File: config.mk
export PLATFORM = sky130hd
export DESIGN_NAME = smeu_ram
export DESIGN_NICKNAME = d
export VERILOG_FILES = /design/src/rtl/smeu_ram.sv
export SDC_FILE = /design/constraint.sdc
export NUM_CORES = 2
export LEC_CHECK = 0
export BUFFER_PORTS_ARGS = -buffer_cell sky130_fd_sc_hd__buf_2
export CORE_MARGIN = 3
export CORE_UTILIZATION = 48
export CTS_CLUSTER_DIAMETER = 150
export DETAILED_ROUTE_END_ITERATION = 16
export PLACE_DENSITY_LB_ADDON = 0.1
export SLEW_MARGIN = 10
export SYNTH_ARGS = -nofsm -noshare
export SYNTH_HDL_FRONTEND = slang
export SYNTH_SLANG_ARGS = --single-unit
File: constraint.sdc
create_clock -name clk -period 8.71 [get_ports clk]
set_clock_uncertainty 0.1 [all_clocks]
set_input_delay 1.742 -clock clk [delete_from_list [all_inputs] [get_ports clk]]
set_output_delay 1.742 -clock clk [all_outputs]
set_load 0.005 [all_outputs]
File: src/rtl/smeu_ram.sv
// ============================================================================
// smeu_ram: generic single-port-write, single-port-read RAM
// One write and one registered read per cycle; a read of the address being
// written returns the old contents.
// ============================================================================
module smeu_ram #(
    parameter int WIDTH = 32,
    parameter int DEPTH = 64
) (
    input  logic                                              clk,
    input  logic                                              we,
    input  logic [(DEPTH > 1 ? $clog2(DEPTH) : 1)-1:0]        waddr,
    input  logic [WIDTH-1:0]                                  wdata,
    input  logic                                              re,
    input  logic [(DEPTH > 1 ? $clog2(DEPTH) : 1)-1:0]        raddr,
    output logic [WIDTH-1:0]                                  rdata
);

    logic [WIDTH-1:0] mem [DEPTH];
    logic [WIDTH-1:0] rdata_reg;

    // Write port
    always_ff @(posedge clk)
    begin
        if (we)
        begin
            mem[waddr] <= wdata;
        end
    end

    // Registered read port
    always_ff @(posedge clk)
    begin
        if (re)
        begin
            rdata_reg <= mem[raddr];
        end
    end

    assign rdata = rdata_reg;

endmodule

After elaboration in Yosys (flattened, before gate mapping)
Memory sizes are Yosys's and may differ from the RTL's. A register that Yosys moved wholly into a read port is not among the register bits.
Cells that the tools add are included.

word-level totals
  logic and storage cells = 3
  bits in latches = 0
  ROM bits = 0
  register bits = 0
  memories = 1
  input bits = 47
  output and inout bits = 32
  RAM bits = 2,048

memories
  name  words  bits a word  read ports  clocked after Yosys merged registers in  wr ports  line  RTL
  mem   64     32           1           1                                        1         19    logic [WIDTH-1:0] mem [DEPTH];

operators by class
  bitwise gates (word level) = 0
  order comparisons = 0
  reductions and logical operators = 0
  divide/modulo/power cells = 0
  $mul = 0
  shift-type cells = 0
  eq/ne operators = 0
  mux-type cells = 2
  $add $sub $neg = 0

operators by type and width
  kind    count
  $mux 1  2

Logic depth before layout (Yosys ltp)
  word-level depth = 2
  gate-level depth with buffers = 10
  mapped depth without buffers = 5

Worst setup path before layout
Ideal clock, no wire load.

  path kind = input port to flip-flop
  from = input waddr[3] in the netlist's numbering
  to = memory mem[48][0], enable pin
  stages on the path = 4
  setup slack = 3.708 ns
  buffers on the path = 1
  setup time = 0.461 ns
  required time = 8.149 ns
  data arrival time = 4.441 ns
  path through = clkbuf_1 nor2b_1 nand4b_1 nor3_1

RTL lines
  what             line  RTL
  start, declared  12    input logic [(DEPTH > 1 ? $clog2(DEPTH) : 1)-1:0] waddr,
  end, declared    19

No word-level cell before the write port.

==> results.md <==
Outcome:
- The flow ran to the end, and the final reports show no timing, DRC or antenna violations.

Die:
- 79 I/O pins were placed.
- The vertical die dimension is 411 µm.
- The core area is 163,000 µm².
- The number of placement rows is 148.
- The die boundary width is 411 µm.
- The total die area is 169,000 µm².
- For this configuration, the core starts out at a cell density of 48.4%.

Yosys:
- The top cell type by total area after synthesis is edfxtp_1.
- Sorting the synthesized cells by how often they occur yields edfxtp_1 (2,080), mux4_2 (544), nor2_1 (137).
- The proportion of synthesized flip-flops having asynchronous set or reset is 0%.
- The leading cell type by number of instances after synthesis is edfxtp_1.
- Counting distinct cell types in the post-synthesis netlist gives 33.
- The warning count from the yosys run is 0.
- The mean cell area of the mapped netlist is 23.7 µm².
- The sequential area share after synthesis is 79.2%.
- When the netlist entered floorplanning its net count stood at 3,371.
- Synthesis produced a netlist whose cell count is 3,324.
- Summing every instance area after synthesis gives 78,800 µm².
- Ranked by total cell area, the synthesized netlist is headed by edfxtp_1 (79%), mux4_2 (16%), mux2i_1 (1.2%), o22ai_1 (0.67%), nor2_1 (0.65%).
- The synthesized design contains 2,080 enable-type register cells.
- After synthesis, the largest area contributor takes up 79.2% of total cell area.
- In this run, synthesis produced a sequential element count of 2,080.
- The top flip-flop cell by instance count after synthesis is edfxtp_1.

Timing:
- The max-slew violation total from the final report is 0.
- On the final layout, the worst hold slack is 0.842 ns.
- After layout, the minimum clock period comes to 4.37 ns.
- The setup violation total in the final timing report is 0.
- Setup total negative slack on the finished layout was measured at 0 ns.
- Setup repair after global routing left no endpoint under its margin.
- For the pin with the worst max-slew slack, the measured transition is 1.26 ns.
- The worst max-slew margin expressed relative to the limit is 15.8%.
- The number of endpoints with negative hold slack in the final report was 0.
- Static timing analysis puts the maximum clock frequency at 229 MHz.
- The portion of the clock cycle consumed by the worst path in the final layout is 50.1%.

Power:
- In this run the power density over the cells is 231 nW/µm².
- Combinational cells account for 4.7% of the total power.
- Across the VDD grid, the largest voltage drop is 0.000217 V.
- Per report_power, the sequential group accounts for 54.2% of the total.
- Of the total power, the clock network draws 41.1%.
- The internal power of the cells totals 16.3 mW.
- Net switching is 20.9% of the power.
- The leakage power summed over all cells is 27.5 nW.
- The switching power total is 4.30 mW.
- The post-route total power is 20.6 mW.

Worst setup path:
- In this design, the critical path's most frequently occurring cell is nor2_1.
- The capturing element type of the critical path is a flop.
- Broken down by cell family, the worst path's largest delay share belongs to buffers and inverters.
- The slowest cell on the critical path is mux4_2.
- The worst setup path is launched from an input port.
- Data on the critical path is required at its endpoint by 9.15 ns.
- The critical path in this run is classified as in2reg.
- Of all nets on the critical path, the largest fanout is 82.
- STA puts the critical path data arrival time at 4.80 ns.
- Counting both buffers and inverters, the worst setup path holds a total of 3.
- Walking the worst path, the cells encountered are buf_8 > buf_12 > buf_4 > mux4_2 > o22ai_1 > nor2_1 > a21oi_1 > nor2_1.
- The maximum cell stage delay along the critical path is 0.54 ns.

Job:
- The reported max-cap violation count is 0.

Layout:
- The non-filler instance count after layout is 5,879.
- The area growth from synthesis to layout is 12.8%.
- The finished cells cover 88,900 µm².
- The combined flip-flop and latch cell area is 62,500 µm².
- The register with the most flip-flops in the layout has 2,048 of them.
- The ratio of cells with drive above 1 in the final layout is 29.0%.
- The number of filler instances in the final layout is 12,100.
- The area of the multi-input gates is 16,000 µm².
- In the final design database the tool counted 3,579 nets.

Placed design:
- The cell area after placement is 82,500 µm².
- At the end of routability-driven placement, the weighted congestion stood at 0.792.
- Once placement completed, the tool counted placed cells totaling 5,498.
- Summed over all nets, the half-perimeter wirelength after detailed placement is 109,000 µm.
- Port buffering added 78 buffers.

Drt:
- The final route contains 36,800 vias.
- In the final routed layout, each cell accounts on average for 34.7 µm.
- The initial detailed-routing violation count is 4,754.
- The via density per instance is 6.27.
- The detailed-routing iteration count for the pre-antenna-repair pass is 5.
- The sum of routed wire length over all layers is 204,000 µm.
- The count of nets left with antenna violations once routing finished came out at 0.
- The remaining design rule violation count is 0.

Hold path:
- In this run the worst hold path is classified as reg2reg.

Global route:
- The maximum number of pins on one net before global-route repair is 92.
- The overflow left after global routing is 0.
- For this run, the total global-route usage over all layers was measured as 24.5%.
- The via count of the first global-routing pass is 37,900.
- The first-pass GRT wire length is 290,000 µm.
- The initial antenna violation count is 14.

CTS:
- The H-tree depth is 4.
- The number of hold buffers added after CTS was 0.
- The clock transition at the registers of the reported paths is 0.06 ns.
- In this run the deepest clock path goes through 3 buffers.
- The number of sinks handled by clock tree synthesis is 2,080.
- The number of setup buffers added after CTS is 0.
- The post-cts resize count is 0.
- TritonCTS built the clock tree.
- The root buffer cell chosen for the clock tree is clkbuf_16.
- Clock latency on the worst-skew pair, taken at its later pin, is 0.84 ns.
- The total clock buffers created by CTS is 206.
==> final timing paths <==
path                        startpoint                 end  slack [ns]  cells past startpoint
setup reg to reg  mem[14][7]$_DFFE_PP_  rdata[7]$_DFFE_PP_        6.21                      5
hold reg to reg   mem[28][8]$_DFFE_PP_  rdata[8]$_DFFE_PP_        0.84                      4
setup / recovery              raddr[0]  rdata[0]$_DFFE_PP_        4.34                      8
hold / removal    mem[28][8]$_DFFE_PP_  rdata[8]$_DFFE_PP_        0.84                      4
==> cell families (layout without fill, tap and decap cells) <==
group	count (synthesis)	in the layout	synth area share [%]
multiplexers	637	637	16.7
AND/OR/NAND/NOR	223	223	1.26
other	0	5	0
buffers and inverters	182	557	1.12
flip-flops	2080	2080	79.2
AO/OA/AOI/OAI	202	202	1.67
==> through the flow <==
step | setup slack, ns | util [%]
floorplan | 3.71 | -
global placement | 3.37 | 50.6
detailed placement | 3.37 | 50.6
CTS | 4.30 | 54.5
global route | 4.16 | 54.6
finish | 4.34 | 54.6
==> per-layer routing <==
metal	global-route usage [%]	share of wire, %	up-vias
met5	0	0.021	-
met4	6.44	2.4	6
met3	4.34	7.6	277
met2	39.0	49	1527
met1	35.6	41	20300
li1	-	-	14700
==> tightest hold or removal path: stages, from the launching register on <==
cell	delay, ns
edfxtp_1	0.32
mux2i_1	0.09
nand2_1	0.10
a311oi_1	0.10
nor3_1	0.19
==> cell usage in the layout (no fill, tap or decap), types with 11 or more instances in the layout <==
| cell type | instances |
|---|---|
| a21oi_1 | 62 |
| a22oi_1 | 12 |
| buf_12 | 11 |
| buf_2 | 71 |
| buf_4 | 97 |
| bufinv_16 | 15 |
| clkbuf_1 | 55 |
| clkbuf_16 | 208 |
| clkinv_1 | 46 |
| clkinv_2 | 37 |
| edfxtp_1 | 2080 |
| mux2i_1 | 93 |
| mux4_2 | 544 |
| nand2_1 | 26 |
| nor2_1 | 75 |
| nor2_4 | 62 |
| nor2b_1 | 15 |
| o221ai_1 | 27 |
| o22ai_1 | 84 |
==> power groups by stage <==
| stage | clock (mW) | combinational [mW] | sequential, mW |
|---|---|---|---|
| after global routing | 9.05 | 1.02 | 11.2 |
| final | 8.47 | 0.959 | 11.2 |
| after global placement | 0 | 0.953 | 11.4 |
| after floorplan | 0 | 0.539 | 11.3 |
| after CTS | 8.62 | 0.977 | 11.2 |
| after detailed placement | 0 | 0.976 | 11.4 |
==> layout make-up <==
class / count / share of cell area, %
Clock buffer: 263 / 6.09
Clock inverter: 112 / 1.10
Timing Repair Buffer: 182 / 1.52
Antenna cell: 5 / 0.0141
Tap cell: 2175 / 3.06
Multi-Input combinational cell: 1062 / 18.0
Sequential cell: 2080 / 70.3
Note: power is estimated with default switching activity, not from simulation.
