`src/rtl/smeu_pkg.sv`:
```
// ============================================================================
// smeu_pkg: shared definitions for the stack machine execute unit
// Sizes, field widths, opcodes, status codes and the cell control types used
// by the data stack and return stack cell chains.
// ============================================================================
package smeu_pkg;

    // Storage sizes
    localparam int STACK_DEPTH = 64;
    localparam int VAR_COUNT   = 64;
    localparam int CALL_DEPTH  = 32;
    localparam int PROG_DEPTH  = 1024;

    // Field widths
    localparam int WORD_W  = 32;
    localparam int IP_W    = 11;
    localparam int ACT_W   = 4;
    localparam int VIDX_W  = 6;
    localparam int TGT_W   = 10;
    localparam int STAT_W  = 3;

    // Derived widths
    localparam int DEPTH_W  = $clog2(STACK_DEPTH + 1);
    localparam int RDEPTH_W = $clog2(CALL_DEPTH + 1);
    localparam int VAR_AW   = (VAR_COUNT > 1) ? $clog2(VAR_COUNT) : 1;

    typedef logic [WORD_W-1:0] word_t;
    typedef logic [IP_W-1:0]   ip_t;

    localparam ip_t IP_MAX = '1;

    // Opcodes
    localparam logic [ACT_W-1:0] OP_PUSH  = 4'd0;
    localparam logic [ACT_W-1:0] OP_ADD   = 4'd1;
    localparam logic [ACT_W-1:0] OP_SUB   = 4'd2;
    localparam logic [ACT_W-1:0] OP_MUL   = 4'd3;
    localparam logic [ACT_W-1:0] OP_STORE = 4'd4;
    localparam logic [ACT_W-1:0] OP_LOAD  = 4'd5;
    localparam logic [ACT_W-1:0] OP_IF    = 4'd6;
    localparam logic [ACT_W-1:0] OP_GOTO  = 4'd7;
    localparam logic [ACT_W-1:0] OP_FUNC  = 4'd8;
    localparam logic [ACT_W-1:0] OP_CALL  = 4'd9;
    localparam logic [ACT_W-1:0] OP_RET   = 4'd10;
    localparam logic [ACT_W-1:0] OP_PRINT = 4'd11;

    // Status codes
    localparam logic [STAT_W-1:0] ST_OK        = 3'd0;
    localparam logic [STAT_W-1:0] ST_UNDERFLOW = 3'd1;
    localparam logic [STAT_W-1:0] ST_OVERFLOW  = 3'd2;
    localparam logic [STAT_W-1:0] ST_VAR_UNK   = 3'd3;
    localparam logic [STAT_W-1:0] ST_LABEL_UNK = 3'd4;
    localparam logic [STAT_W-1:0] ST_RET_EMPTY = 3'd5;
    localparam logic [STAT_W-1:0] ST_BAD_OP    = 3'd6;
    localparam logic [STAT_W-1:0] ST_HALTED    = 3'd7;

    // Stack movement for one step: merge pops two and pushes one
    typedef enum logic [1:0] {
        STK_HOLD,
        STK_PUSH,
        STK_POP,
        STK_MERGE
    } stk_op_t;

    // Per-cell load select
    typedef struct packed {
        logic take_up;
        logic take_down;
    } cell_ctl_t;

    // Add a small step to a pointer, saturating at the all-ones value
    function automatic ip_t sat_inc(input ip_t v, input logic [1:0] n);
        logic [IP_W:0] s;
        s = {1'b0, v} + (IP_W + 1)'(n);
        return s[IP_W] ? IP_MAX : s[IP_W-1:0];
    endfunction

endpackage

```
`src/rtl/smeu_data_cell.sv`:
```
// ============================================================================
// smeu_data_cell: one entry of the data stack chain
// Holds one word; loads from the neighbor above on a push and from the
// neighbor below on a pop.
// ============================================================================
module smeu_data_cell (
    input  logic               clk,
    input  smeu_pkg::cell_ctl_t ctl,
    input  smeu_pkg::word_t    up_word,
    input  smeu_pkg::word_t    down_word,
    output smeu_pkg::word_t    word
);
    import smeu_pkg::*;

    word_t word_reg;

    // Shift in from a neighbor, else hold
    always_ff @(posedge clk)
    begin
        if (ctl.take_up)
        begin
            word_reg <= up_word;
        end
        else if (ctl.take_down)
        begin
            word_reg <= down_word;
        end
    end

    assign word = word_reg;

endmodule

```
`config.mk`:
```
export PLATFORM = sky130hd
export DESIGN_NAME = smeu_data_cell
export DESIGN_NICKNAME = d
export VERILOG_FILES = /design/src/rtl/smeu_pkg.sv /design/src/rtl/smeu_data_cell.sv
export SDC_FILE = /design/constraint.sdc
export NUM_CORES = 1
export LEC_CHECK = 0
export BUFFER_PORTS_ARGS = -buffer_cell sky130_fd_sc_hd__buf_4
export CORE_MARGIN = 10
export CORE_UTILIZATION = 41
export CTS_CLUSTER_SIZE = 14
export DETAILED_ROUTE_END_ITERATION = 16
export GPL_TIMING_DRIVEN = 0
export HOLD_SLACK_MARGIN = 0.03
export PLACE_DENSITY = 0.9
export RECOVER_POWER = 100
export SLEW_MARGIN = 20
export SYNTH_ARGS = -nofsm -noshare
export SYNTH_HDL_FRONTEND = slang
export SYNTH_SLANG_ARGS = --single-unit
```
`constraint.sdc`:
```
create_clock -name clk -period 2.3 [get_ports clk]
set_input_delay 0.46 -clock clk [delete_from_list [all_inputs] [get_ports clk]]
set_output_delay 0.46 -clock clk [all_outputs]
set_load 0.02 [all_outputs]
```
* Yosys cells after proc, flatten, opt, wreduce, memory -nomap -nowiden
Cells that the tools add are included.
Storage, ports and cells: register bits 32, input bits 67, output and inout bits 32, word-level logic and storage cells 4
Operators by class: multiplexer cells 2, reduce and logical (&&, ||, !) cells 1
Operator list (number):
- $mux W32 | 2
- $reduce_bool A2 Y1 | 1

* Depth between registers and ports, before layout
word-level depth 2, depth in mapped cells 3, depth with buffers taken out 1

* Least setup slack after synthesis
No wires, ideal clock.
path kind input -> register, start input ctl[1] in the netlist's numbering, end register word_reg[0], in the netlist word[0] (enable), library setup time 0.390 ns, arrival time 1.482 ns, required time 1.910 ns, path slack 0.427 ns, cell stages on the path 3, buffers on the path 2, path through buf_6 -> buf_12 -> or2_1
Between the ends: word-level cells in the longest chain between the ends 1
Ends and longest elaborated chain:
- from (decl) | RTL line smeu_data_cell.sv:8 | input smeu_pkg::cell_ctl_t ctl,
- $reduce_bool A2 Y1 (no line)
- to (signal assigned) | RTL line smeu_data_cell.sv:22 | word_reg <= up_word;
- to (signal assigned) | RTL line smeu_data_cell.sv:26 | word_reg <= down_word;
- to (decl) | RTL line smeu_data_cell.sv:15 | word_t word_reg;
Every way passes these cells. A chain may end at the register's enable or synchronous reset.

* Final worst setup path
start input ctl[1] in the netlist's numbering, end register word_reg[18], in the netlist word[18] (data pin)
Between the ends: word-level cells in the longest chain between the ends 1
Ends and longest elaborated chain:
- $mux W32 | RTL line smeu_data_cell.sv:20 | if (ctl.take_up)
Every way passes these cells.

==> results.md <==
- Status: complete, no violations
- Most frequent cells in the layout: buf_4, clkbuf_1, edfxtp_1
- Synth warnings: 0
- Num CTS Buffers: 5
- CP required: between 2000 and 2500 ps
- Die area: roughly 6500 µm²
- Area contributors post-synth: edfxtp_1, mux2_4, buf_12, mux2_2, buf_6
- Max clock buf depth: 2
- Mapped Area: roughly 1500 µm²
- DRT iter0 DRCs: between 80 and 90
- Hold WC Path Type: input port to register
- Pins Over Slew Limit: 0
- Top-area cell type share of the netlist area: between 60 and 70%
- P_sw: ~0.00036 W
- Die X: between 80 and 90 µm
- Most common cell after layout, fill and taps aside: buf_4
- Mapped Cells: around 70
- Final Util: roughly three fifths
- Syn Area/Cell: roughly 22 µm²
- Logic pwr share: 20.7%
- Yosys top cell by area: edfxtp_1
- Max_cap viols: 0
- Register area share after synthesis: 63.7%
- Worst ir drop on vdd: approximately 460 µV
- Sw Ratio: 25.7%
- Area delta synth->final: 40.1%
- Share of power burned in registers: between 50% and 60%
- Largest register FFs: 32
- Mapped Nets: 136
- TritonRoute pass-1 iters: 4
- Hold_ws: 466 ps
- Antenna viol nets, final: 0
- Clock root cell: clkbuf_8
- Placed instance count: between 200 and 250
- Leak pwr: 0.872 nW
- Crit-path max FO: 10
- Final HPWL DP: between 3000 and 4000 µm
- Port Buf Inserts: 97
- Residual DRC: 0
- Non-filler cells, final: 219
- Period utilisation layout: 70.4%
- GRT Total Usage: 13.3%
- Via-to-Cell Ratio: between 4 and 5
- Post-cts resize count: 0
- Clock sink total: 32
- First-pass GRT wire length: about 6400 µm
- Final layout net count: 240
- Core area: around 3400 µm²
- Final WL: between 4000 and 5000 µm
- # IOs: just under 100
- N_diodes: 0
- PwrDens: between 600 and 700 nW/µm²
- DR vias: 1014
- Worst slew pin tran: around 720 ps
- Clk slew on worst S/H paths: roughly 60 ps
- Post-CTS setup buffers: 0
- FMAX: a little over 0.6 GHz
- Worst Setup End Kind: register
- Number of library cell types mapped by synthesis: 6
- Grt total ovfl: 0
- Largest net degree at the start of global routing: 33
- # rows: 21
- Slew headroom: between 50% and 60%
- Clk pwr share: 27.1%
- Routability cong.: ~0.84
- Internal power: between 0.001 and 0.0015 W
- Layout cells sized above 1: a little under half
- Crit path time final: approximately 1600 ps
- Setup tns final: 0 ps
- Hold Vio Cnt, Final: 0
- Startpoint types: input port
- Die span in y: between 80 and 90 µm
- Endpoints failing setup: 0
- WS Path Type: input port to register
- CTS tree: done
- Initial antenna violation count: 0
- H-tree levels: 2
- Initial core utilization: a little over two fifths
- Cts-stage hold buffer count: 0
- RSZ-0062 raised after global routing: false
- Worst path arrival time: 1640 ps
- Vias in the first global route: approximately 1200
- WL per Instance: approximately 21 µm
- Synth Register Bits: 32
==> worst max-delay path, stage by stage <==
cell	delay [ps]
clkbuf_1	280
clkbuf_1	510
mux2_1	390
==> through the flow <==
stage / worst slack, ps / instance area (µm²) / power [W]
2_1_floorplan: 427 / 1510 / 0.000935
3_3_place_gp: 177 / 2290 / 0.00113
3_5_place_dp: 564 / 2290 / 0.00114
4_1_cts: 857 / 2370 / 0.00152
5_1_grt: 572 / 2110 / 0.00147
6_report: 681 / 2110 / 0.00141
==> power groups by stage <==
stage | sequential (W) | clock, W | combinational [W]
6_report | 0.000735 | 0.000381 | 0.000292
5_1_grt | 0.000740 | 0.000418 | 0.000313
4_1_cts | 0.000738 | 0.000389 | 0.000392
3_5_place_dp | 0.000750 | 0 | 0.000391
3_3_place_gp | 0.000745 | 0 | 0.000382
2_1_floorplan | 0.000831 | 0 | 0.000103
==> logic make-up after synthesis <==
family | Yosys count | share of synthesized area, %
buffers and inverters | 4 | 4.73
flip-flops | 32 | 63.7
multiplexers | 32 | 31.1
AND/OR/NAND/NOR | 1 | 0.415
==> layer usage <==
layer	share of wire (%)	wire length (µm)	global-route usage (%)
met5	0	0	0
met4	3.6	165	7.39
met3	12	570	7.35
met2	53	2420	23.6
met1	31	1430	11.5
==> cell type report <==
| cell class | count | area, µm² |
|---|---|---|
| Clock inverter | 2 | 7.51 |
| Sequential cell | 32 | 961 |
| Timing Repair Buffer | 97 | 608 |
| Clock buffer | 5 | 68.8 |
| Multi-Input combinational cell | 33 | 378 |
| Tap cell | 46 | 57.6 |
| Fill cell | 351 | 1330 |
| Buffer | 4 | 31.3 |
==> cells in the mapped netlist <==
cell and number:
or2_1 1, edfxtp_1 32, mux2_2 3, buf_6 1
buf_12 3, mux2_4 29
==> path summary, 6_finish.rpt <==
kind / start / endpoint / slack, ps / cells past startpoint
max: ctl[1] / word[18] / 680 / 3
min: down_word[0] / word[0] / 470 / 2
No activity file was read; power rests on OpenSTA's default activity.
