### config.mk
export PLATFORM = sky130hd
export DESIGN_NAME = smeu_ret_cell
export DESIGN_NICKNAME = d
export VERILOG_FILES = /design/src/rtl/smeu_pkg.sv /design/src/rtl/smeu_ret_cell.sv
export SDC_FILE = /design/constraint.sdc
export NUM_CORES = 1
export LEC_CHECK = 0
export BUFFER_PORTS_ARGS = -buffer_cell sky130_fd_sc_hd__buf_4
export CORE_MARGIN = 5
export CORE_UTILIZATION = 38
export CTS_CLUSTER_SIZE = 25
export DETAILED_ROUTE_END_ITERATION = 8
export PLACE_DENSITY = 0.75
export SYNTH_ARGS = -nofsm -noshare
export SYNTH_HDL_FRONTEND = slang
export SYNTH_SLANG_ARGS = --single-unit
### constraint.sdc
create_clock -name clk -period 1.2 [get_ports clk]
set_input_delay 0.3 -clock clk [delete_from_list [all_inputs] [get_ports clk]]
set_output_delay 0.3 -clock clk [all_outputs]
set_load 0.005 [all_outputs]
### src/rtl/smeu_pkg.sv
// ============================================================================
// smeu_pkg: shared definitions for the stack machine execute unit
// Sizes, field widths, opcodes, status codes and the cell control types used
// by the data stack and return stack cell chains.
// ============================================================================
package smeu_pkg;

    // Storage sizes
    localparam int STACK_DEPTH = 64;
    localparam int VAR_COUNT   = 64;
    localparam int CALL_DEPTH  = 32;
    localparam int PROG_DEPTH  = 1024;

    // Field widths
    localparam int WORD_W  = 32;
    localparam int IP_W    = 11;
    localparam int ACT_W   = 4;
    localparam int VIDX_W  = 6;
    localparam int TGT_W   = 10;
    localparam int STAT_W  = 3;

    // Derived widths
    localparam int DEPTH_W  = $clog2(STACK_DEPTH + 1);
    localparam int RDEPTH_W = $clog2(CALL_DEPTH + 1);
    localparam int VAR_AW   = (VAR_COUNT > 1) ? $clog2(VAR_COUNT) : 1;

    typedef logic [WORD_W-1:0] word_t;
    typedef logic [IP_W-1:0]   ip_t;

    localparam ip_t IP_MAX = '1;

    // Opcodes
    localparam logic [ACT_W-1:0] OP_PUSH  = 4'd0;
    localparam logic [ACT_W-1:0] OP_ADD   = 4'd1;
    localparam logic [ACT_W-1:0] OP_SUB   = 4'd2;
    localparam logic [ACT_W-1:0] OP_MUL   = 4'd3;
    localparam logic [ACT_W-1:0] OP_STORE = 4'd4;
    localparam logic [ACT_W-1:0] OP_LOAD  = 4'd5;
    localparam logic [ACT_W-1:0] OP_IF    = 4'd6;
    localparam logic [ACT_W-1:0] OP_GOTO  = 4'd7;
    localparam logic [ACT_W-1:0] OP_FUNC  = 4'd8;
    localparam logic [ACT_W-1:0] OP_CALL  = 4'd9;
    localparam logic [ACT_W-1:0] OP_RET   = 4'd10;
    localparam logic [ACT_W-1:0] OP_PRINT = 4'd11;

    // Status codes
    localparam logic [STAT_W-1:0] ST_OK        = 3'd0;
    localparam logic [STAT_W-1:0] ST_UNDERFLOW = 3'd1;
    localparam logic [STAT_W-1:0] ST_OVERFLOW  = 3'd2;
    localparam logic [STAT_W-1:0] ST_VAR_UNK   = 3'd3;
    localparam logic [STAT_W-1:0] ST_LABEL_UNK = 3'd4;
    localparam logic [STAT_W-1:0] ST_RET_EMPTY = 3'd5;
    localparam logic [STAT_W-1:0] ST_BAD_OP    = 3'd6;
    localparam logic [STAT_W-1:0] ST_HALTED    = 3'd7;

    // Stack movement for one step: merge pops two and pushes one
    typedef enum logic [1:0] {
        STK_HOLD,
        STK_PUSH,
        STK_POP,
        STK_MERGE
    } stk_op_t;

    // Per-cell load select
    typedef struct packed {
        logic take_up;
        logic take_down;
    } cell_ctl_t;

    // Add a small step to a pointer, saturating at the all-ones value
    function automatic ip_t sat_inc(input ip_t v, input logic [1:0] n);
        logic [IP_W:0] s;
        s = {1'b0, v} + (IP_W + 1)'(n);
        return s[IP_W] ? IP_MAX : s[IP_W-1:0];
    endfunction

endpackage

### src/rtl/smeu_ret_cell.sv
// ============================================================================
// smeu_ret_cell: one entry of the return address chain
// Holds one instruction pointer; loads from the neighbor above on a call and
// from the neighbor below on a return.
// ============================================================================
module smeu_ret_cell (
    input  logic               clk,
    input  smeu_pkg::cell_ctl_t ctl,
    input  smeu_pkg::ip_t      up_addr,
    input  smeu_pkg::ip_t      down_addr,
    output smeu_pkg::ip_t      addr
);
    import smeu_pkg::*;

    ip_t addr_reg;

    // Shift in from a neighbor, else hold
    always_ff @(posedge clk)
    begin
        if (ctl.take_up)
        begin
            addr_reg <= up_addr;
        end
        else if (ctl.take_down)
        begin
            addr_reg <= down_addr;
        end
    end

    assign addr = addr_reg;

endmodule

==> Word level (Yosys, flattened, before mapping) <==
Cells that the tools add are included.
{ "word_totals": {"reg_bits": 11, "ram_bits": 0, "memories": 0, "mem_bits_ro": 0, "output_inout_bits": 11, "wordCells": 4, "latch_bits": 0} }
{ "classes": {"shifts": 0, "eq_ne": 0, "n_addsub": 0, "n_mul": 0, "mux": 2, "reduce_logical": 1, "bitwise_logic": 0, "magnitude_cmp": 0, "div": 0} }
{ "ops": {"columns": ["cell", "n"], "rows": [
  ["11-bit two-way mux", 2],
  ["2-bit nonzero test", 1]
]} }

==> Depth between registers and ports, before layout <==
Gate-level depths: netlist of the first run.
{ "depth": {"ltp_word": 2, "ltp_mapped": 2, "mapped_depth_nobuf": 1} }

==> Worst setup path after synthesis of the first run <==
Ideal clock, no wire load.
{ "synth_timing": {"path_type": "in2reg", "startpoint": "input port ctl[1] (netlist bit)", "endpoint": "register addr_reg[0] (netlist: addr[0]), enable pin", "required_ps": 854, "setup_ps": 346, "t_arrival_ps": 762, "n_path_buf": 1, "cell_stages": 2, "setup_slack_ps": 92, "cell_sequence": "buf_6 > or2_1"} }
{ "synth_via": {"elab_chain_len": 1} }
{ "synth_lines": {"columns": ["element", "line", "source"], "rows": [
  ["start, declared", "smeu_ret_cell.sv:8", "input smeu_pkg::cell_ctl_t ctl,"],
  ["2-bit nonzero test (no source line)", null, null],
  ["end signal, assigned", "smeu_ret_cell.sv:22", "addr_reg <= up_addr;"],
  ["end signal, assigned", "smeu_ret_cell.sv:26", "addr_reg <= down_addr;"],
  ["end, declared", "smeu_ret_cell.sv:15", "ip_t addr_reg;"]
]} }
No other way between the ends.
A chain may end at the register's enable or synchronous reset.

==> Worst setup path in the final report of the first run <==
{ "layout_timing": {"startpoint": "register addr_reg[2] (netlist: addr[2])", "endpoint": "output port addr[2]"} }
{ "layout_lines": {"columns": ["element", "line", "source"], "rows": [
  ["end, declared", "smeu_ret_cell.sv:11", "output smeu_pkg::ip_t addr"]
]} }
No word-level cell between the ends.

==> results.txt, run 1 <==
The via count is 365. The ratio of final minimum period to clock period came out at 0.896. For this design the ratio of total power to cell area is 1110 mW/mm2. The number of antenna violations at the first check in global routing came out at 0. The synthesized netlist contains 5 unique library cells.

TritonCTS built the clock tree. The analysis attributes to cell leakage a power of 0.393 nW. Traced cell by cell, the critical path runs through buf_4. The proportion of layout cells with a drive suffix above 1 is 0.800. The type of origin of the critical path is a flip-flop. The die footprint is 0.00216 mm2. In the layout the commonest cells are sky130_fd_sc_hd__buf_4, sky130_fd_sc_hd__edfxtp_1, sky130_fd_sc_hd__mux2_4, sky130_fd_sc_hd__clkbuf_4, sky130_fd_sc_hd__mux2_2. The number of standard-cell rows in the floorplan is 13.

Max-cap violations in this run came to 0. The antenna diode count is 0. In this run the remaining antenna-violating nets after routing total 0.

IR analysis of the VDD net gives a maximum drop of 0.000622 V. For this run, the detailed router's first-pass iteration total came to 2. The via count of the first global-routing pass came out at 383.

The clock passes through at most 2 buffers. The final routed wire length divided by cell count came out at 12.3 um. The total I/O pin count is 36. The number of H-tree branching levels is 1. Dividing the detail-routed via count by the number of cells gives 4.56. The summed negative setup slack over all endpoints is 0 ns. The first global-routing pass estimated 1490 um of wire. The synthesis-stage register bit count came out at 11. On the critical path the largest part of the delay comes from flip-flops. STA puts the critical path data required time at 0.90 ns. The post-route minimum period came out at 1.08 ns. The clock slew seen by the registers of the worst setup and hold paths is 0.07 ns. The Yosys step of the flow raised 0 warnings. The number of nets in the layout came out at 91. The number of hold-slack violations in the final timing report came to 0.

The quantity of I/O buffers inserted on ports came out at 35. The die is 46.5 um wide. STA classifies the critical path endpoint as an output port. Entering global routing, the biggest net connects 12 pins. The critical path startpoint is addr[2]$_DFFE_PP_.

The register with the most flip-flops in the layout has 11 of them. The post-CTS setup repair buffer count is 0. The total grt overflow is 0. The final routed wirelength across all metal layers is 985 um. The cell at the root of the clock tree is sky130_fd_sc_hd__clkbuf_4.

The iteration-0 DRC count of the detailed router came out at 2. In the routed design, unresolved DRC markers number 0. The number of non-filler instances in the completed layout came out at 80. The headroom to the max-slew limit is 0.689. The part of the Yosys area used for sequential elements is 0.653. The library cell used most frequently in the layout, excluding fill and tap cells, is sky130_fd_sc_hd__buf_4. At the pin with the least slew margin, the transition time is 0.466 ns. The core box area came out at 0.00128 mm2. The mean instance size in the synthesized netlist came out at 21.1 um2. The endpoint arrival time on the critical path is 0.78 ns.

The startpoint identified for the worst hold timing path is down_addr[7]. The final weighted congestion in routability-driven placement came out at 0.616. The total of cells resized after clock tree synthesis came out at 0. Hold repair after CTS inserted 0 buffers. Setup repair after global routing left no endpoint under its margin. The setup path with the least slack is of type reg -> out. The layout overhead on the synthesized area is 63.1%.

TritonCTS created 3 clock buffers. In this design, the stage delay of the slowest critical-path cell is 0.38 ns. For this configuration, the core starts out at a cell density of 0.393. Based on the critical path, the design can be clocked at up to 930 MHz. The peak fanout along the critical path is 1.

The slowest stage of the critical path is the sky130_fd_sc_hd__edfxtp_1 cell. Together, buffers and inverters on the worst path number 1. The number of cells produced by synthesis came out at 24.

The HPWL after detailed placement is 857 um. The path class of the tightest hold or removal check is in -> reg. The number of pins with negative max-slew slack in the final report came to 0.

The overall track demand over capacity in global routing is 0.103. The number of cells in the design after placement is 76. Setup violations remaining at the end of the flow were counted as 0. In this run the cell area of the synthesized design comes to 505 um2. The floorplan die height came out at 46.5 um.

For this design, the sink count on the clock tree is 11. Counting every net in the synthesized netlist gives 49. The run finished with clean final reports.
routing by layer:
layer	share of wire	vias up	GRT usage
met5	0	-	0
li1	-	177	-
met2	0.53	24	0.190
met4	0.0041	0	0.0511
met1	0.31	162	0.0966
met3	0.15	2	0.0391
cells in the mapped netlist:
cell type / n / area [um2]
sky130_fd_sc_hd__buf_6: 1 / 11.3
sky130_fd_sc_hd__edfxtp_1: 11 / 330
sky130_fd_sc_hd__mux2_2: 2 / 22.5
sky130_fd_sc_hd__or2_1: 1 / 6.26
sky130_fd_sc_hd__mux2_4: 9 / 135
cells by family (layout without fill, tap and decap cells):
logic type | after synthesis | in the layout | share of synthesized area
mux | 11 | 11 | 0.312
buf+inv | 1 | 42 | 0.0223
simple gates | 1 | 1 | 0.0124
flops | 11 | 11 | 0.653
final timing paths:
path,to,slack [ns],cells after the start
min,addr[7]$_DFFE_PP_,0.34,2
max,addr[2],0.12,1
where the power goes:
part | total (mW) | switching, mW | internal, mW
clock network | 0.236 | 0.108 | 0.128
registers | 0.483 | 0.0108 | 0.472
logic | 0.195 | 0.0535 | 0.142
through the flow:
stage	setup WS (ns)	hold slack (ns)	util	total power, mW	instance area [um2]
final	0.124	0.340	0.642	0.914	825
after detailed placement	0.0209	0.603	0.621	0.691	798
after floorplan	0.0917	0.517	-	0.557	505
after global placement	0.0576	0.602	0.621	0.687	798
after CTS	0.109	0.333	0.642	0.930	825
after global routing	0.0872	0.322	0.642	0.966	825
final cells by class:
type                    instances  area (um2)
flip-flops and latches         11         330
well taps                      15        18.8
repair buffers                 38         285
multi-input cells              12         164
fillers                       115         460
clock buffers                   4        26.3
Power figures use the tool's default switching activity.
==> run 2, diff against run 1 <==
--- a/config.mk
+++ b/config.mk
@@ -11,6 +11,7 @@
 export CTS_CLUSTER_SIZE = 25
 export DETAILED_ROUTE_END_ITERATION = 8
 export PLACE_DENSITY = 0.75
+export REMOVE_ABC_BUFFERS = 1
 export SYNTH_ARGS = -nofsm -noshare
 export SYNTH_HDL_FRONTEND = slang
 export SYNTH_SLANG_ARGS = --single-unit
==> results.txt, run 2 (synthesized netlist as in run 1, its figures left out) <==
The number of buffers added by the clock tree synthesis step came out at 3 (unchanged). The total I/O pin count was 36 (unchanged). The total of cells resized after clock tree synthesis came out at 0 (unchanged). The highest achievable clock rate is 925 MHz (-0.50%).

The number of pins with negative max-slew slack in the final report is 0 (unchanged). The number of antenna violations at the first check in global routing is 0 (unchanged). The initial standard-cell utilization of the core is 0.393 (unchanged).

The worst hold-check path type is in -> reg. The antenna diode count came out at 0 (unchanged). The headroom to the max-slew limit was 0.696 (+0.00649). Setup repair after global routing left no endpoint under its margin. The core box area is 0.00128 mm2 (unchanged). The die footprint came out at 0.00216 mm2 (unchanged).

The number of H-tree branching levels is 1 (unchanged). The number of flip-flops under the largest register name came out at 11 (unchanged). The type of the worst setup path is reg -> out. The worst setup path is launched from a flip-flop. The critical path goes through buf_4. The sort of element at the end of the critical path is an output port.

The overall track demand over capacity in global routing is 0.0973 (-0.00554). The quantity of I/O buffers inserted on ports came out at 35 (unchanged). The cell at the root of the clock tree is sky130_fd_sc_hd__clkbuf_4. The largest net degree at the start of global routing was 12 (unchanged). The library cell used most frequently in the layout, excluding fill and tap cells, is sky130_fd_sc_hd__buf_4. The run finished with clean final reports. The post-place instance area is 803 um2 (+0.63%). The final weighted congestion in routability-driven placement came out at 0.649 (+5.3%).

The sink count of the clock tree was 11 (unchanged). The final design area excluding fillers came to 830 um2 (+0.61%). The number of hold buffers added after CTS came out at 0 (unchanged).

The number of routed nets with antenna violations came out at 0 (unchanged). The slew at the pin closest to its max-slew limit was 0.456 ns (-0.00973 ns). The proportion of layout cells with a drive suffix above 1 was 0.797 (-0.00313). The count of buffer and inverter cells on the critical path is 1 (unchanged).

The final routed wire length divided by cell count is 12.3 um (-0.28%). The cell leakage power is 0.393 nW (about the same). The endpoint arrival time on the critical path is 0.78 ns (about the same). The post-route minimum period came out at 1.08 ns (+0.00535 ns). The clock slew seen by the registers of the worst setup and hold paths came to 0.07 ns (about the same). The detailed-route vias per instance is 4.42 (-3.2%). The wire length of the first global-routing pass came to 1370 um (-8.3%).

The summed negative setup slack over all endpoints is 0 ns (unchanged). The floorplan die height came to 46.5 um (unchanged). The required time of the critical path was 0.90 ns (about the same). The setup-violating endpoint count in the final report came out at 0 (unchanged). The maximum clock path buffer count is 2 (unchanged). The via count of the first global-routing pass came out at 349 (-8.9%). The number of hold-slack violations in the final timing report is 0 (unchanged). The number of max-cap violations is 0 (unchanged).

The post-CTS setup repair buffer count came out at 0 (unchanged). The final routed wirelength across all metal layers is 970 um (-1.5%). The number of nets in the layout is 90 (-1.1%). The power density normalized to cell area came out at 1110 mW/mm2 (+0.29%). The total grt overflow is 0 (unchanged). The highest ir drop seen on vdd came out at 0.000520 V (-16%). In the layout the commonest cells are sky130_fd_sc_hd__buf_4, sky130_fd_sc_hd__edfxtp_1, sky130_fd_sc_hd__mux2_4, sky130_fd_sc_hd__clkbuf_4, sky130_fd_sc_hd__mux2_2. TritonCTS built the clock tree. The peak fanout along the critical path is 1 (unchanged).

The first-pass detailed-route iteration total was 2 (unchanged). From synthesis to final layout, the design area changed by 64.1%. The slowest stage of the critical path is the sky130_fd_sc_hd__edfxtp_1 cell.

The cell class contributing the biggest share of worst-path delay is flip-flops. The peak per-stage delay on the critical path came out at 0.37 ns (about the same). The iteration-0 DRC count of the detailed router came out at 3 (+1). The ratio of final minimum period to clock period is 0.901 (+0.00446). The die boundary width was 46.5 um (unchanged). The number of standard-cell rows in the floorplan is 13 (unchanged).

The DRC violation count after routing came out at 0 (unchanged). The via count is 349 (-4.4%).
-- run 2: cell count changes in the layout (fill, tap and decap cells not counted) --
cell / change
sky130_fd_sc_hd__buf_12: +1
sky130_fd_sc_hd__buf_4: -2
-- run 2: cell type report --
cell class,instances,area (um2)
Clock buffer,4,26.3
Fill cell,106,455
Multi-Input combinational cell,12,164
Sequential cell,11,330
Tap cell,15,18.8
Timing Repair Buffer,37,290
-- run 2: per-layer routing --
metal  GRT usage  vias to the layer above  share of wire  routed length [um]
li1            -                      175              -                   -
met1      0.0969                      155           0.32                 312
met2       0.162                       19           0.58                 567
met3      0.0156                        0          0.093                  90
met4       0.102                        0              0                   0
met5           0                        -              0                   0
-- run 2: metrics by stage --
step	worst slack, ns	hold slack [ns]	util	power (mW)	std cells
4_1_cts	0.103	0.327	0.646	0.938	79
3_3_place_gp	0.0399	0.602	0.625	0.690	75
5_1_grt	0.0854	0.315	0.646	0.973	79
3_5_place_dp	0.0185	0.604	0.625	0.693	75
2_1_floorplan	0.256	0.517	-	0.547	23
6_report	0.119	0.335	0.646	0.922	79
-- run 2: report_power, final --
part	switching (mW)	internal, mW
Clock	0.114	0.128
Sequential	0.0101	0.472
Combinational	0.0537	0.144
-- run 2: worst paths after layout --
kind,from,to,slack (ns),cells past startpoint
setup / recovery,addr[5]$_DFFE_PP_,addr[5],0.12,1
hold / removal,down_addr[7],addr[7]$_DFFE_PP_,0.34,2
==> run 3, diff against run 2 <==
--- a/config.mk
+++ b/config.mk
@@ -6,10 +6,10 @@
 export NUM_CORES = 1
 export LEC_CHECK = 0
 export BUFFER_PORTS_ARGS = -buffer_cell sky130_fd_sc_hd__buf_4
-export CORE_MARGIN = 5
-export CORE_UTILIZATION = 38
+export CORE_AREA = 5 5 42 44
 export CTS_CLUSTER_SIZE = 25
 export DETAILED_ROUTE_END_ITERATION = 8
+export DIE_AREA = 0 0 47 49
 export PLACE_DENSITY = 0.75
 export REMOVE_ABC_BUFFERS = 1
 export SYNTH_ARGS = -nofsm -noshare
==> constraint.sdc (replaced) <==
create_clock -name clk -period 1.33 [get_ports clk]
set_input_delay 0.3325 -clock clk [delete_from_list [all_inputs] [get_ports clk]]
set_output_delay 0.3325 -clock clk [all_outputs]
set_load 0.005 [all_outputs]
==> results.txt, run 3 (synthesized netlist as in run 1, its figures left out) <==
The highest achievable clock rate is 887 MHz. The number of cells in the design after placement came out at 76 (+1.3%). The post-place instance area is 805 um2 (+0.16%). The worst hold-check path type is in -> reg. The total I/O pin count came out at 36 (unchanged). The maximum clock path buffer count came out at 2 (unchanged). The number of hold buffers added after CTS is 0 (unchanged).

The met3 layer usage reported by global route is 0.0406 (+0.0250). The highest ir drop seen on vdd is 0.000683 V (+31%). In this design, the largest share of critical-path delay is due to flip-flops. The headroom to the max-slew limit is 0.692 (-0.00436). The antenna diode count came out at 0 (unchanged). The number of antenna violations at the first check in global routing came out at 0 (unchanged).

The tree is rooted in a sky130_fd_sc_hd__clkbuf_4. The area taken by flip-flops and latches is 330 um2 (unchanged). The total of cells resized after clock tree synthesis came to 0 (unchanged). The detailed-route vias per instance came to 4.34 (-1.8%).

The net switching power of the design came out at 0.168 mW (-6.0%). The cell-internal power came to 0.671 mW (-9.8%). The quantity of I/O buffers inserted on ports came out at 35 (unchanged). In the layout the commonest cells are sky130_fd_sc_hd__buf_4, sky130_fd_sc_hd__edfxtp_1, sky130_fd_sc_hd__mux2_4, sky130_fd_sc_hd__clkbuf_4, sky130_fd_sc_hd__mux2_2. The worst setup path is launched from a flip-flop. The initial standard-cell utilization of the core was 0.361 (-0.0327). The most common cell after layout, fill and taps aside is sky130_fd_sc_hd__buf_4.

The number of flip-flops under the largest register name is 11 (unchanged). The final routed wirelength across all metal layers came out at 989 um (+2.0%). The switching share of total power was 0.200 (+0.00654).

The setup-violating endpoint count in the final report is 0 (unchanged). The DRC violation count after routing is 0 (unchanged). The power density normalized to cell area is 1010 mW/mm2 (-9.2%).

The required time of the critical path came to 1.00 ns (+0.10 ns). The number of hold-slack violations in the final timing report came out at 0 (unchanged). The post-CTS setup repair buffer count came out at 0 (unchanged). The cell leakage power is 0.393 nW (unchanged). The proportion of layout cells with a drive suffix above 1 is 0.797 (unchanged). The floorplan die height came out at 49 um (+5.4%). The number of H-tree branching levels came to 1 (unchanged). The overall power consumption was 0.839 mW (-9.0%).

The area of combinational cells with multiple inputs came out at 164 um2 (unchanged). STA classifies the critical path endpoint as an output port. The cell with the biggest individual delay on the critical path is sky130_fd_sc_hd__edfxtp_1.

The number of routed nets with antenna violations is 0 (unchanged). The number of max-cap violations came to 0 (unchanged). The number of fillers in the final layout came out at 120 (+13%). The type of the worst setup path is reg -> out. The final weighted congestion in routability-driven placement is 0.646 (-0.35%). The met1 usage was 0.0803 (-0.0166).

The sequential fraction of design power came to 0.518 (-0.004). The busiest layer in global routing is met2. The flow ran to the end, and the final reports show no timing, DRC or antenna violations. The peak fanout along the critical path is 1 (unchanged). The post-route minimum period is 1.13 ns. TritonCTS built the clock tree.

The clock slew seen by the registers of the worst setup and hold paths came to 0.07 ns (about the same). The overall track demand over capacity in global routing came out at 0.0985 (+0.00123). The largest net degree at the start of global routing is 12 (unchanged). The via count of the first global-routing pass is 386 (+11%). The met2 track utilization from global routing is 0.174 (+0.0121). The iteration-0 DRC count of the detailed router came out at 1 (-2).

The number of non-filler instances in the completed layout is 80 (+1.3%). The peak per-stage delay on the critical path came to 0.38 ns (about the same). The sink count of the clock tree was 11 (unchanged).

The number of nets in the layout is 90 (unchanged). The core box area came out at 0.00140 mm2 (+9.1%). The area growth from synthesis to layout is 64.4%. The via count was 347 (-0.57%).

The die boundary width came out at 47 um (+1.1%). The summed negative setup slack over all endpoints came out at 0 ns (unchanged). Setup repair after global routing left no endpoint under its margin. The die footprint was 0.00230 mm2 (+6.6%). The slew at the pin closest to its max-slew limit was 0.463 ns (+0.00653 ns). In the finished design, the share of the clock period the worst path needs comes to 0.848. The endpoint arrival time on the critical path was 0.80 ns (+0.02 ns). The number of pins with negative max-slew slack in the final report came out at 0 (unchanged). The number of buffers added by the clock tree synthesis step is 3 (unchanged). The first-pass detailed-route iteration total came to 3 (+1). The total grt overflow came out at 0 (unchanged).

The final routed wire length divided by cell count came out at 12.4 um (+0.68%). The combinational share of power came out at 0.213 (-0.002). The count of buffer and inverter cells on the critical path came to 1 (unchanged). The critical path goes through buf_4. The number of standard-cell rows in the floorplan came out at 14 (+1).

The wire length of the first global-routing pass came out at 1540 um (+13%). The clock group share of total power came out at 0.269 (+0.006). The final design area excluding fillers is 831 um2 (+0.15%).
==> run 3: cell counts in the layout (fill, tap and decap cells not counted) <==
Identical to the previous run, type by type.
==> run 3: area by class of cell <==
cell class | instances | share of cell area
clock buffer | 4 | 0.0316
multi-input combinational | 12 | 0.197
sequential | 11 | 0.398
tap | 16 | 0.0241
timing repair buffer | 37 | 0.349
==> run 3: through the flow <==
step	util	hold WS, ns	worst slack [ns]
CTS	0.593	0.353	0.188
global placement	0.574	0.634	0.143
floorplan	-	0.550	0.353
detailed placement	0.574	0.635	0.108
global route	0.593	0.338	0.160
finish	0.593	0.364	0.202
==> run 3: power by group through the flow <==
stage,registers (mW),clock network (mW),logic (mW)
after floorplan,0.448,0,0.0457
after global placement,0.442,0,0.180
after detailed placement,0.443,0,0.183
after CTS,0.435,0.238,0.183
after global routing,0.439,0.262,0.191
final,0.435,0.225,0.179
==> run 3: routing by layer <==
layer  wire length [um]  vias up
met1                280      156
met2                600       17
met4                  0        0
met3                108        0
li1                   -      174
met5                  0        -
==> run 3: path summary, 6_finish.rpt <==
path	startpoint	to	slack, ns	cells past startpoint
worst min-delay path	down_addr[4]	addr[4]$_DFFE_PP_	0.36	2
worst max-delay path	addr[1]$_DFFE_PP_	addr[1]	0.20	1
